### src/rtl/core/bfp_pkg.sv
// ----------------------------------------------------------------------------
// bfp_pkg
// Shared types and constants of the bit field packer: item and result
// transactions, the normalized run held in the queue, and size limits.
// ----------------------------------------------------------------------------
package bfp_pkg;

  // Largest field accepted; longer fields saturate. Capped at the value width.
  localparam int MAX_FIELD_BITS = 32;
  localparam int VALUE_W        = 32;
  localparam int LEN_W          = 6;
  localparam int LEN_LIMIT      = (MAX_FIELD_BITS > VALUE_W) ? VALUE_W : MAX_FIELD_BITS;

  // Partial byte holds at most seven bits.
  localparam int ACC_W = 7;
  localparam int CNT_W = 3;

  // Working window of the back end: leftover bits plus one whole field.
  localparam int SR_W = ACC_W + VALUE_W;

  // Queue between front and back.
  localparam int QUEUE_DEPTH = 4;
  localparam int QPTR_W      = $clog2(QUEUE_DEPTH);

  // Input transaction.
  typedef struct packed {
    logic [VALUE_W-1:0] field_value;
    logic [LEN_W-1:0]   field_length;
    logic               flush;
  } item_t;

  // Result transaction.
  typedef struct packed {
    logic [7:0] out_byte;
    logic       last_of_run;
  } result_t;

  // Field after normalization: stream order starts at bit 0.
  typedef struct packed {
    logic [VALUE_W-1:0] bits;
    logic [LEN_W-1:0]   len;
    logic               flush;
  } run_t;

  // Queue head handshake toward the back end.
  typedef struct packed {
    logic valid;
    run_t run;
  } head_t;

endpackage

### src/rtl/core/bfp_front.sv
// ----------------------------------------------------------------------------
// bfp_front
// Front end: saturates the field length and reverses the field so that the
// first stream bit sits in bit 0 and all bits above the length are zero.
// ----------------------------------------------------------------------------
module bfp_front
  import bfp_pkg::*;
(
  input  item_t item,
  output run_t  run
);

  logic [VALUE_W-1:0] rev;
  logic [LEN_W-1:0]   len_sat;
  logic [LEN_W-1:0]   shift;

  // Clamp length to the supported maximum
  always_comb begin
    if (item.field_length > LEN_W'(LEN_LIMIT)) begin
      len_sat = LEN_W'(LEN_LIMIT);
    end else begin
      len_sat = item.field_length;
    end
  end

  // Full-width bit reverse; MSB of the word lands in bit 0
  always_comb begin
    for (int k = 0; k < VALUE_W; k++) begin
      rev[k] = item.field_value[VALUE_W-1-k];
    end
  end

  // Drop the reversed bits that lie above the field
  assign shift = LEN_W'(VALUE_W) - len_sat;

  always_comb begin
    run.bits  = (len_sat == '0) ? '0 : (rev >> shift);
    run.len   = len_sat;
    run.flush = item.flush;
  end

endmodule

### src/rtl/core/bfp_queue.sv
// ----------------------------------------------------------------------------
// bfp_queue
// Short FIFO of normalized runs between front and back end, so each side
// can stall without holding the other.
// ----------------------------------------------------------------------------
module bfp_queue
  import bfp_pkg::*;
(
  input  logic  clk,
  input  logic  rst,
  input  logic  wr,
  input  run_t  wr_run,
  output logic  full,
  input  logic  rd,
  output head_t head
);

  run_t            entries [QUEUE_DEPTH];
  logic [QPTR_W-1:0] wr_ptr;
  logic [QPTR_W-1:0] rd_ptr;
  logic [QPTR_W:0]   count;

  assign full       = (count == (QPTR_W+1)'(QUEUE_DEPTH));
  assign head.valid = (count != '0);
  assign head.run   = entries[rd_ptr];

  // Pointers and fill level
  always_ff @(posedge clk) begin
    if (rst) begin
      wr_ptr <= '0;
      rd_ptr <= '0;
      count  <= '0;
    end else begin
      if (wr) begin
        wr_ptr <= wr_ptr + 1'b1;
      end
      if (rd) begin
        rd_ptr <= rd_ptr + 1'b1;
      end
      if (wr && !rd) begin
        count <= count + 1'b1;
      end else if (rd && !wr) begin
        count <= count - 1'b1;
      end
    end
  end

  // Storage
  always_ff @(posedge clk) begin
    if (wr) begin
      entries[wr_ptr] <= wr_run;
    end
  end

endmodule

### src/rtl/core/bfp_back.sv
// ----------------------------------------------------------------------------
// bfp_back
// Back end: merges each run with the pending partial byte, keeps the leftover
// bits and emits one packed byte per cycle while the result register is free.
// ----------------------------------------------------------------------------
module bfp_back
  import bfp_pkg::*;
(
  input  logic    clk,
  input  logic    rst,
  input  head_t   head,
  output logic    deq,
  output result_t result,
  output logic    empty,
  input  logic    pop
);

  // Pending partial byte
  logic [ACC_W-1:0] acc;
  logic [CNT_W-1:0] cnt;

  // Run in progress
  logic             busy;
  logic [SR_W-1:0]  sr;
  logic [LEN_W-1:0] nb;
  logic             fl;

  // Result register
  logic             out_valid;

  logic [SR_W-1:0]  sr_load;
  logic [LEN_W-1:0] nb_load;
  logic [SR_W-1:0]  cur_sr;
  logic [LEN_W-1:0] cur_nb;
  logic             cur_fl;
  logic             active;
  logic             has_byte;
  logic             slot_free;
  logic [LEN_W-1:0] rem;
  logic [SR_W-1:0]  sr_shift;
  logic             more;
  logic             emit;
  logic             finish_quiet;

  assign empty = !out_valid;

  // Merge new run behind the pending bits
  assign sr_load = (SR_W'(head.run.bits) << cnt) | SR_W'(acc);
  assign nb_load = LEN_W'(cnt) + head.run.len;

  // Current view: run in progress or the one at the queue head
  always_comb begin
    active    = busy || head.valid;
    cur_sr    = busy ? sr : sr_load;
    cur_nb    = busy ? nb : nb_load;
    cur_fl    = busy ? fl : head.run.flush;
    has_byte  = (cur_nb >= LEN_W'(8)) || (cur_fl && (cur_nb != '0));
    slot_free = !out_valid || pop;
    rem       = (cur_nb >= LEN_W'(8)) ? (cur_nb - LEN_W'(8)) : '0;
    sr_shift  = cur_sr >> 8;
    more      = (rem >= LEN_W'(8)) || (cur_fl && (rem != '0));
    emit         = active && has_byte && slot_free;
    finish_quiet = active && !has_byte;
    deq          = !busy && head.valid && (emit || finish_quiet);
  end

  // Control and pending state
  always_ff @(posedge clk) begin
    if (rst) begin
      busy      <= 1'b0;
      out_valid <= 1'b0;
      acc       <= '0;
      cnt       <= '0;
    end else begin
      if (emit) begin
        out_valid <= 1'b1;
        busy      <= more;
        if (!more) begin
          acc <= sr_shift[ACC_W-1:0];
          cnt <= rem[CNT_W-1:0];
        end
      end else if (pop) begin
        out_valid <= 1'b0;
      end
      if (finish_quiet) begin
        busy <= 1'b0;
        acc  <= cur_sr[ACC_W-1:0];
        cnt  <= cur_nb[CNT_W-1:0];
      end
    end
  end

  // Datapath registers
  always_ff @(posedge clk) begin
    if (emit) begin
      result.out_byte    <= cur_sr[7:0];
      result.last_of_run <= !more;
      sr <= sr_shift;
      nb <= rem;
      fl <= cur_fl;
    end
  end

  // A run in progress always has a byte left to send
  a_busy_has_byte: assert property (@(posedge clk) disable iff (rst)
    busy |-> ((nb >= LEN_W'(8)) || (fl && (nb != '0))))
    else $error("run in progress without a byte to send");

  // Unfilled positions of the partial byte stay zero
  a_acc_clean: assert property (@(posedge clk) disable iff (rst)
    (!busy) |-> ((acc >> cnt) == '0))
    else $error("partial byte has bits above its count");

  // The queue is drained only when no run is in progress
  a_deq_idle: assert property (@(posedge clk) disable iff (rst)
    deq |-> (!busy && head.valid))
    else $error("dequeue while a run is in progress");

  // Sending the final byte of a run frees the back end
  a_last_frees: assert property (@(posedge clk) disable iff (rst)
    (emit && !more) |=> (!busy && out_valid && result.last_of_run))
    else $error("run not closed after its last byte");

endmodule

### src/rtl/core/bit_field_packer_top.sv
// ----------------------------------------------------------------------------
// bit_field_packer_top
// Bit stream writer: appends fields MSB first into bytes filled from bit 0.
// ----------------------------------------------------------------------------
// Usage:
//   Input channel (push/full, item): each transaction carries a value, a bit
//   count (above 32 saturates to 32) and a flush flag. Full is low while the
//   four-entry run queue has room.
//   Result channel (empty/pop, result): one packed byte per transaction, the
//   first stream bit in bit 0; last_of_run marks the final byte of an item.
//   A flush pads the pending partial byte with zeros and sends it; a flush
//   with nothing pending sends nothing. Items that complete no byte send none.
// Flow: an accepted item is written into the run queue; when the back end is
//   idle, its first byte then passes through the result register to the ports.
// Throughput: the back end sends one byte per cycle while pop keeps the
//   result register free and handles one item at a time; an item produces
//   at most five bytes. The byte-wide result register sets the rate.
// Stall: when pop stays low the result holds, the back end waits and the
//   queue fills; full then rises. Reset clears the queue, the pending bits
//   and the result register.
// ----------------------------------------------------------------------------
module bit_field_packer_top
  import bfp_pkg::*;
(
  input  logic    clk,
  input  logic    rst,
  input  logic    push,
  output logic    full,
  input  item_t   item,
  output logic    empty,
  input  logic    pop,
  output result_t result
);

  run_t  front_run;
  head_t head;
  logic  deq;

  // Normalize incoming fields
  bfp_front u_front (
    .item (item),
    .run  (front_run)
  );

  // Decoupling queue
  bfp_queue u_queue (
    .clk    (clk),
    .rst    (rst),
    .wr     (push && !full),
    .wr_run (front_run),
    .full   (full),
    .rd     (deq),
    .head   (head)
  );

  // Byte packing and result register
  bfp_back u_back (
    .clk    (clk),
    .rst    (rst),
    .head   (head),
    .deq    (deq),
    .result (result),
    .empty  (empty),
    .pop    (pop)
  );

endmodule

### config.mk
export PLATFORM = sky130hd
export DESIGN_NAME = bit_field_packer_top
export DESIGN_NICKNAME = d
export VERILOG_FILES = /design/src/rtl/core/bfp_pkg.sv /design/src/rtl/core/bfp_front.sv /design/src/rtl/core/bfp_queue.sv /design/src/rtl/core/bfp_back.sv /design/src/rtl/core/bit_field_packer_top.sv
export SDC_FILE = /design/constraint.sdc
export NUM_CORES = 1
export LEC_CHECK = 0
export BUFFER_PORTS_ARGS = -buffer_cell sky130_fd_sc_hd__buf_2
export CAP_MARGIN = 20
export CORE_UTILIZATION = 67
export CTS_CLUSTER_SIZE = 8
export DETAILED_ROUTE_END_ITERATION = 8
export PLACE_DENSITY = 0.94
export SLEW_MARGIN = 0
export SYNTH_ARGS = -nofsm -noshare
export SYNTH_HDL_FRONTEND = slang
export SYNTH_SLANG_ARGS = --single-unit
### constraint.sdc
create_clock -name clk -period 19.65 [get_ports clk]
set_input_delay 1.965 -clock clk [delete_from_list [all_inputs] [get_ports clk]]
set_output_delay 1.965 -clock clk [all_outputs]
set_load 0.01 [all_outputs]
* Yosys cells after proc, flatten, opt, wreduce, memory -nomap -nowiden
Memories as Yosys holds them, arrays and structs flattened. A register that Yosys moved wholly into a read port is not among the register bits.
Index checks and enable logic that the tools add are counted.
** Cells by class
- $add $sub $neg :: 7
- Order comparisons :: 3
- Equality and inequality tests :: 2
- Shift operators :: 2
- Mux-type cells :: 20
- Bitwise logic cells :: 1
- Reductions and logical operators :: 31
** Operator list (count)
- 39-bit by 7-bit OR with 39-bit output :: 1
- 32-bit by 3-bit left shift with 39-bit output :: 1
- 32-bit two-way mux :: 1
- 32-bit by 6-bit >> shifter with 32-bit output :: 1
- 31-bit two-way mux :: 1
- 7-bit two-way mux :: 3
- 6-bit two-way mux :: 3
- 3-bit two-way mux :: 5
- 6-bit by 4-bit >= comparator with 1-bit output (second input constant) :: 2
- 6-bit nonzero test :: 2
- 1-bit logical AND :: 10
- 1-bit zero test :: 7
- 3-bit by 6-bit adder with 6-bit output :: 1
- 6-bit greater-than comparator (second input constant) :: 1
- 6-bit zero test :: 1
- 2-bit nonzero test :: 3
- 6-bit by 4-bit subtractor with 6-bit output (second input constant) :: 1
- 6-bit subtractor (first input constant) :: 1
- 1-bit logical OR :: 5
- 1-bit two-way mux :: 5
- 2-bit by 1-bit adder with 2-bit output (second input constant) :: 2
- 2-bit two-way mux :: 2
- 3-bit by 1-bit adder with 3-bit output (second input constant) :: 1
- 3-bit == test (second input constant) :: 1
- other kinds (5) :: 5
** Storage, ports and cells
- Register bits :: 66
- Bits in writable memories :: 156
- Input bits :: 43
- Output and inout port bits :: 11
- Logic and storage cells :: 80
- Memories kept :: 1
** Memories
- u_queue.entries :: depth 4, bits a word 39, read ports 1, clocked after Yosys merged registers in 1, write ports 1, RTL line bfp_queue.sv:18 : run_t entries [QUEUE_DEPTH];

* Logic depth before layout (Yosys ltp)
- Depth after elaboration :: 12
- Gate-level depth with buffers :: 19
- Mapped depth without buffers :: 15

* By module
From an unflattened synthesis, not the netlist that was laid out.
** Second synthesis, totals
- Cells, all modules :: 885
- Area total of the unflattened synthesis :: 12129.1 µm²
** Modules (own cells, without submodules)
- bfp_queue :: times used 1, cells an instance 247, area an instance 6048.3 µm², sequential area each 4864.7 µm²
- bfp_back :: times used 1, cells an instance 357, area an instance 4015.1 µm², sequential area each 1651.6 µm²
- bfp_front :: times used 1, cells an instance 280, area an instance 2052.0 µm², sequential area each 0.0 µm²
- bit_field_packer_top :: times used 1, cells an instance 1, area an instance 13.8 µm², sequential area each 0.0 µm²

* Worst setup path after synthesis
OpenSTA, ideal clock, no wires.
- Kind :: reg-to-reg
- From :: reg with a tool-made name
- To :: reg u_back.fl, enable pin
- Library setup time :: 0.522 ns
- Data arrival time :: 6.238 ns
- Data required time :: 19.128 ns
- Slack :: 12.889 ns
- Cell stages (with the launch flop) :: 14
- Buffers on the path :: 3
- Clock period less this slack :: 6.761 ns
- Cell sequence :: dfxtp_1 -> buf_6 -> buf_2 -> buf_4 -> mux4_2 -> ha_1 -> inv_1 -> fa_1 -> nor2_1 -> a21oi_1 -> a31o_2 -> nand2_1 -> a21oi_1 -> a211oi_1
** RTL lines
- end signal, assigned :: RTL line bfp_back.sv:100 : fl <= cur_fl;
- end, declared :: RTL line bfp_back.sv:26 : logic fl;

==> summary.md <==
| Metric | Value |
|---|---|
| First-pass GRT wire length | `about 47000 µm` |
| P per Cell Area | `approximately 150 nW/µm²` |
| Worst slack, placed | `13.77 ns` |
| Number of sinks on the clock net | `~220` |
| Grt ovf | `0` |
| Post-synth EDFFs | `just over 200` |
| Asr flop ratio synth | `0` |
| Site Rows | `48` |
| Fin. max-slew vios | `0` |
| Ant diodes | `0` |
| Antenna violations before repair | `0` |
| Largest net degree at the start of global routing | `between 70 and 80` |
| Post-Place Cells | `between 1000 and 1500` |
| Placed wire-length estimate | `18400 µm` |
| Via count | `8778` |
| CTS Buffer Depth | `3` |
| Register area share after synthesis | `0.540` |
| Primary FF master, synth | `edfxtp_1` |
| Largest family of logic cells by synthesized area | `multiplexers` |
| Crit path capture type | `flop` |
| Number of I/O pins | `54` |
| Syn nets | `996` |
| Port Buffer Count | `53` |
| Hold Vio Cnt, Final | `0` |
| Worst-path fanout max | `42` |
| Overall Power | `2.04 mW` |
| CP Data Required Time | `between 15 and 20 ns` |
| Syn avg cell area | `approximately 13 µm²` |
| Final worst setup slack | `14.51 ns` |
| Rel. slew slack | `0.263` |
| Die Width | `136 µm` |
| Synth Area in XOR/XNOR | `0.00580` |
| Reg2Reg Depth | `16` |
| Die area | `between 15000 and 20000 µm²` |
| Avg WL per Cell | `roughly 25 µm` |
| Final wirelength | `around 30000 µm` |
| DRC | `0` |
| Setup bufs post-CTS | `0` |
| Layout filler cell count | `approximately 970` |
| Vias per cell | `between 7 and 8` |
| Status | `complete, no violations` |
| Post-synthesis adder-cell area fraction | `0.0144` |
| Mux contribution to synthesized area | `0.214` |
| Crit Path Class | `input port to flop` |
| Cts bufs inserted | `31` |
| CTS tree | `yes` |
| Register area | `between 6000 and 7000 µm²` |
| Initial Util | `0.691` |
| Antenna Violating Nets Remaining | `0` |
| Startpoint Class | `input port` |
| Max H-tree Level | `1` |
| Synth Instances | `between 900 and 1000` |
| Total track usage | `0.335` |
| Post-Layout Cell Count | `roughly 1200` |
| Root Driver | `clkbuf_16` |
| Post-CTS sizing | `0` |
| Area Overhead vs Synth | `9.88%` |
| Max-Cap Viols | `0` |
| Nets | `about 1000` |
| Pre-Repair DR Iteration Count | `8` |
| Simple-gate share of the synthesized area | `0.0958` |
| FMAX | `194 MHz` |
| Unrepaired setup endpoints after global routing | `no` |
| Fin crit share | `0.262` |
| Mapped cell area | `between 10000 and 15000 µm²` |
| Compound-cell area share of the yosys netlist | `0.0979` |
| Tmin final | `about 5.1 ns` |
| Core ar. | `around 17000 µm²` |
| WP data arrival | `around 5.4 ns` |
| Clk_lat worst skew | `around 0.55 ns` |
| Area occupied by multi-input gates | `5200 µm²` |
| Chip height | `~140 µm` |
| Lkg Pwr | `between 4 and 5 nW` |
| Hold Buf Count CTS | `0` |
| Initial DRC count | `1336` |
| WHS | `about 0.52 ns` |
| Setup tns final | `0 ns` |
| Number of global-route vias before repair | `8383` |
| Least-Margin Pin Slew | `1.10 ns` |
| Final setup fails | `0` |
| Seq cells post-synth | `roughly 220` |
| Worst hold path type | `flop to flop` |
| Post-synth cell types | `68` |
| Reg clk slew, reported paths | `0.05 ns` |
| GP Congestion | `between 0.9 and 1` |
| Worst VDD drop | `0.0936 mV` |
| Skew final | `~0.0096 ns` |
| Proportion of layout cells with a drive suffix above 1 | `0.231` |
| Hold-critical path depth | `2` |
| Synth warn | `0` |
logic make-up after synthesis:
kind of cell | after synthesis
AOI/OAI and AO/OA | 176
xor gates and xnor gates | 8
adders and majority gates | 13
buffers and inverters | 84
DFF | 224
muxes | 176
and+or+nand+nor | 261
worst max-delay path, cell delays in order:
cell,delay [ns]
buf_2,0.18
nand2b_2,0.65
ha_2,0.57
buf_4,0.47
mux2i_1,0.54
mux2i_1,0.33
a211oi_1,0.66
layout make-up:
class                   count  area share
well taps                 225      0.0212
repair buffers             63      0.0275
multi-input cells         634       0.392
clock buffers              43      0.0619
inverters                  21     0.00594
flip-flops and latches    224       0.491
synth_stat cells (19+ instances only):
master	number	area (µm²)
o22ai_1	19	119
a21oi_1	33	165
mux2i_1	63	631
o21ai_0	48	240
clkbuf_1	32	120
mux2_2	52	586
dfxtp_1	21	420
mux4_2	60	1350
inv_1	20	75.1
edfxtp_1	203	6100
nand2_1	125	469
nor2_1	61	229
worst paths after layout:
check,from,to,slack (ns)
max reg2reg,flop,u_queue.count[2]$_SDFFE_PP0P_,15.08
max,item[6],u_queue.entries[3][23]$_DFFE_PP_,14.51
min,u_back.sr[7]$_DFFE_PP_,u_back.result[8]$_DFFE_PP_,0.52
min reg2reg,u_back.sr[7]$_DFFE_PP_,u_back.result[8]$_DFFE_PP_,0.52
layer usage:
metal / global-route usage / wire (µm)
met3: 0.0585 / 3500
met2: 0.514 / 14100
met4: 0.183 / 1690
met5: 0 / 0
met1: 0.457 / 10800
sequential cells by signal, indices dropped and copies added (netlist names), named ones only:
name and flops:
u_back.result 9, u_queue.rd_ptr 2, u_back.nb 6, u_queue.entries 156
u_queue.wr_ptr 2, u_back.acc 7, u_back.cnt 3, u_queue.count 3
u_back.fl 1, u_back.out_valid 1, u_back.busy 1, u_back.sr 31
cell usage in the layout, fill, tap and decap left out, types with 4 or more instances in the layout:
cell type | synthesis | routed
a211oi_1 | 8 | 7
nor3_1 | 11 | 11
mux2_2 | 52 | 52
a31oi_1 | 5 | 5
a21oi_1 | 33 | 33
a22oi_1 | 4 | 4
mux4_2 | 60 | 60
xnor2_1 | 4 | 4
o22ai_1 | 19 | 19
clkbuf_1 | 32 | 12
nand2_1 | 125 | 125
nor2b_1 | 8 | 8
mux2i_1 | 63 | 63
o21ai_0 | 48 | 48
nand2b_1 | 6 | 5
dfxtp_1 | 21 | 18
buf_4 | 3 | 8
edfxtp_1 | 203 | 203
and2_2 | 0 | 4
and2_1 | 14 | 10
inv_1 | 20 | 20
nor2_1 | 61 | 61
buf_2 | 18 | 53
a32o_1 | 6 | 6
ha_1 | 9 | 8
clkbuf_16 | 0 | 31
nand3_1 | 18 | 18
o31ai_1 | 6 | 6
a311oi_1 | 10 | 10
stage by stage:
stage | cell area [µm²] | utilization
2_1_floorplan | 12100 | -
3_3_place_gp | 12400 | 0.710
3_5_place_dp | 12400 | 0.710
4_1_cts | 13200 | 0.757
5_1_grt | 13300 | 0.759
6_report | 13300 | 0.759
where the power goes:
group          switching [mW]  internal, mW
Clock                   0.183         0.282
Sequential             0.0434         0.686
Combinational           0.537         0.312
(Power assumes the default switching activity.)
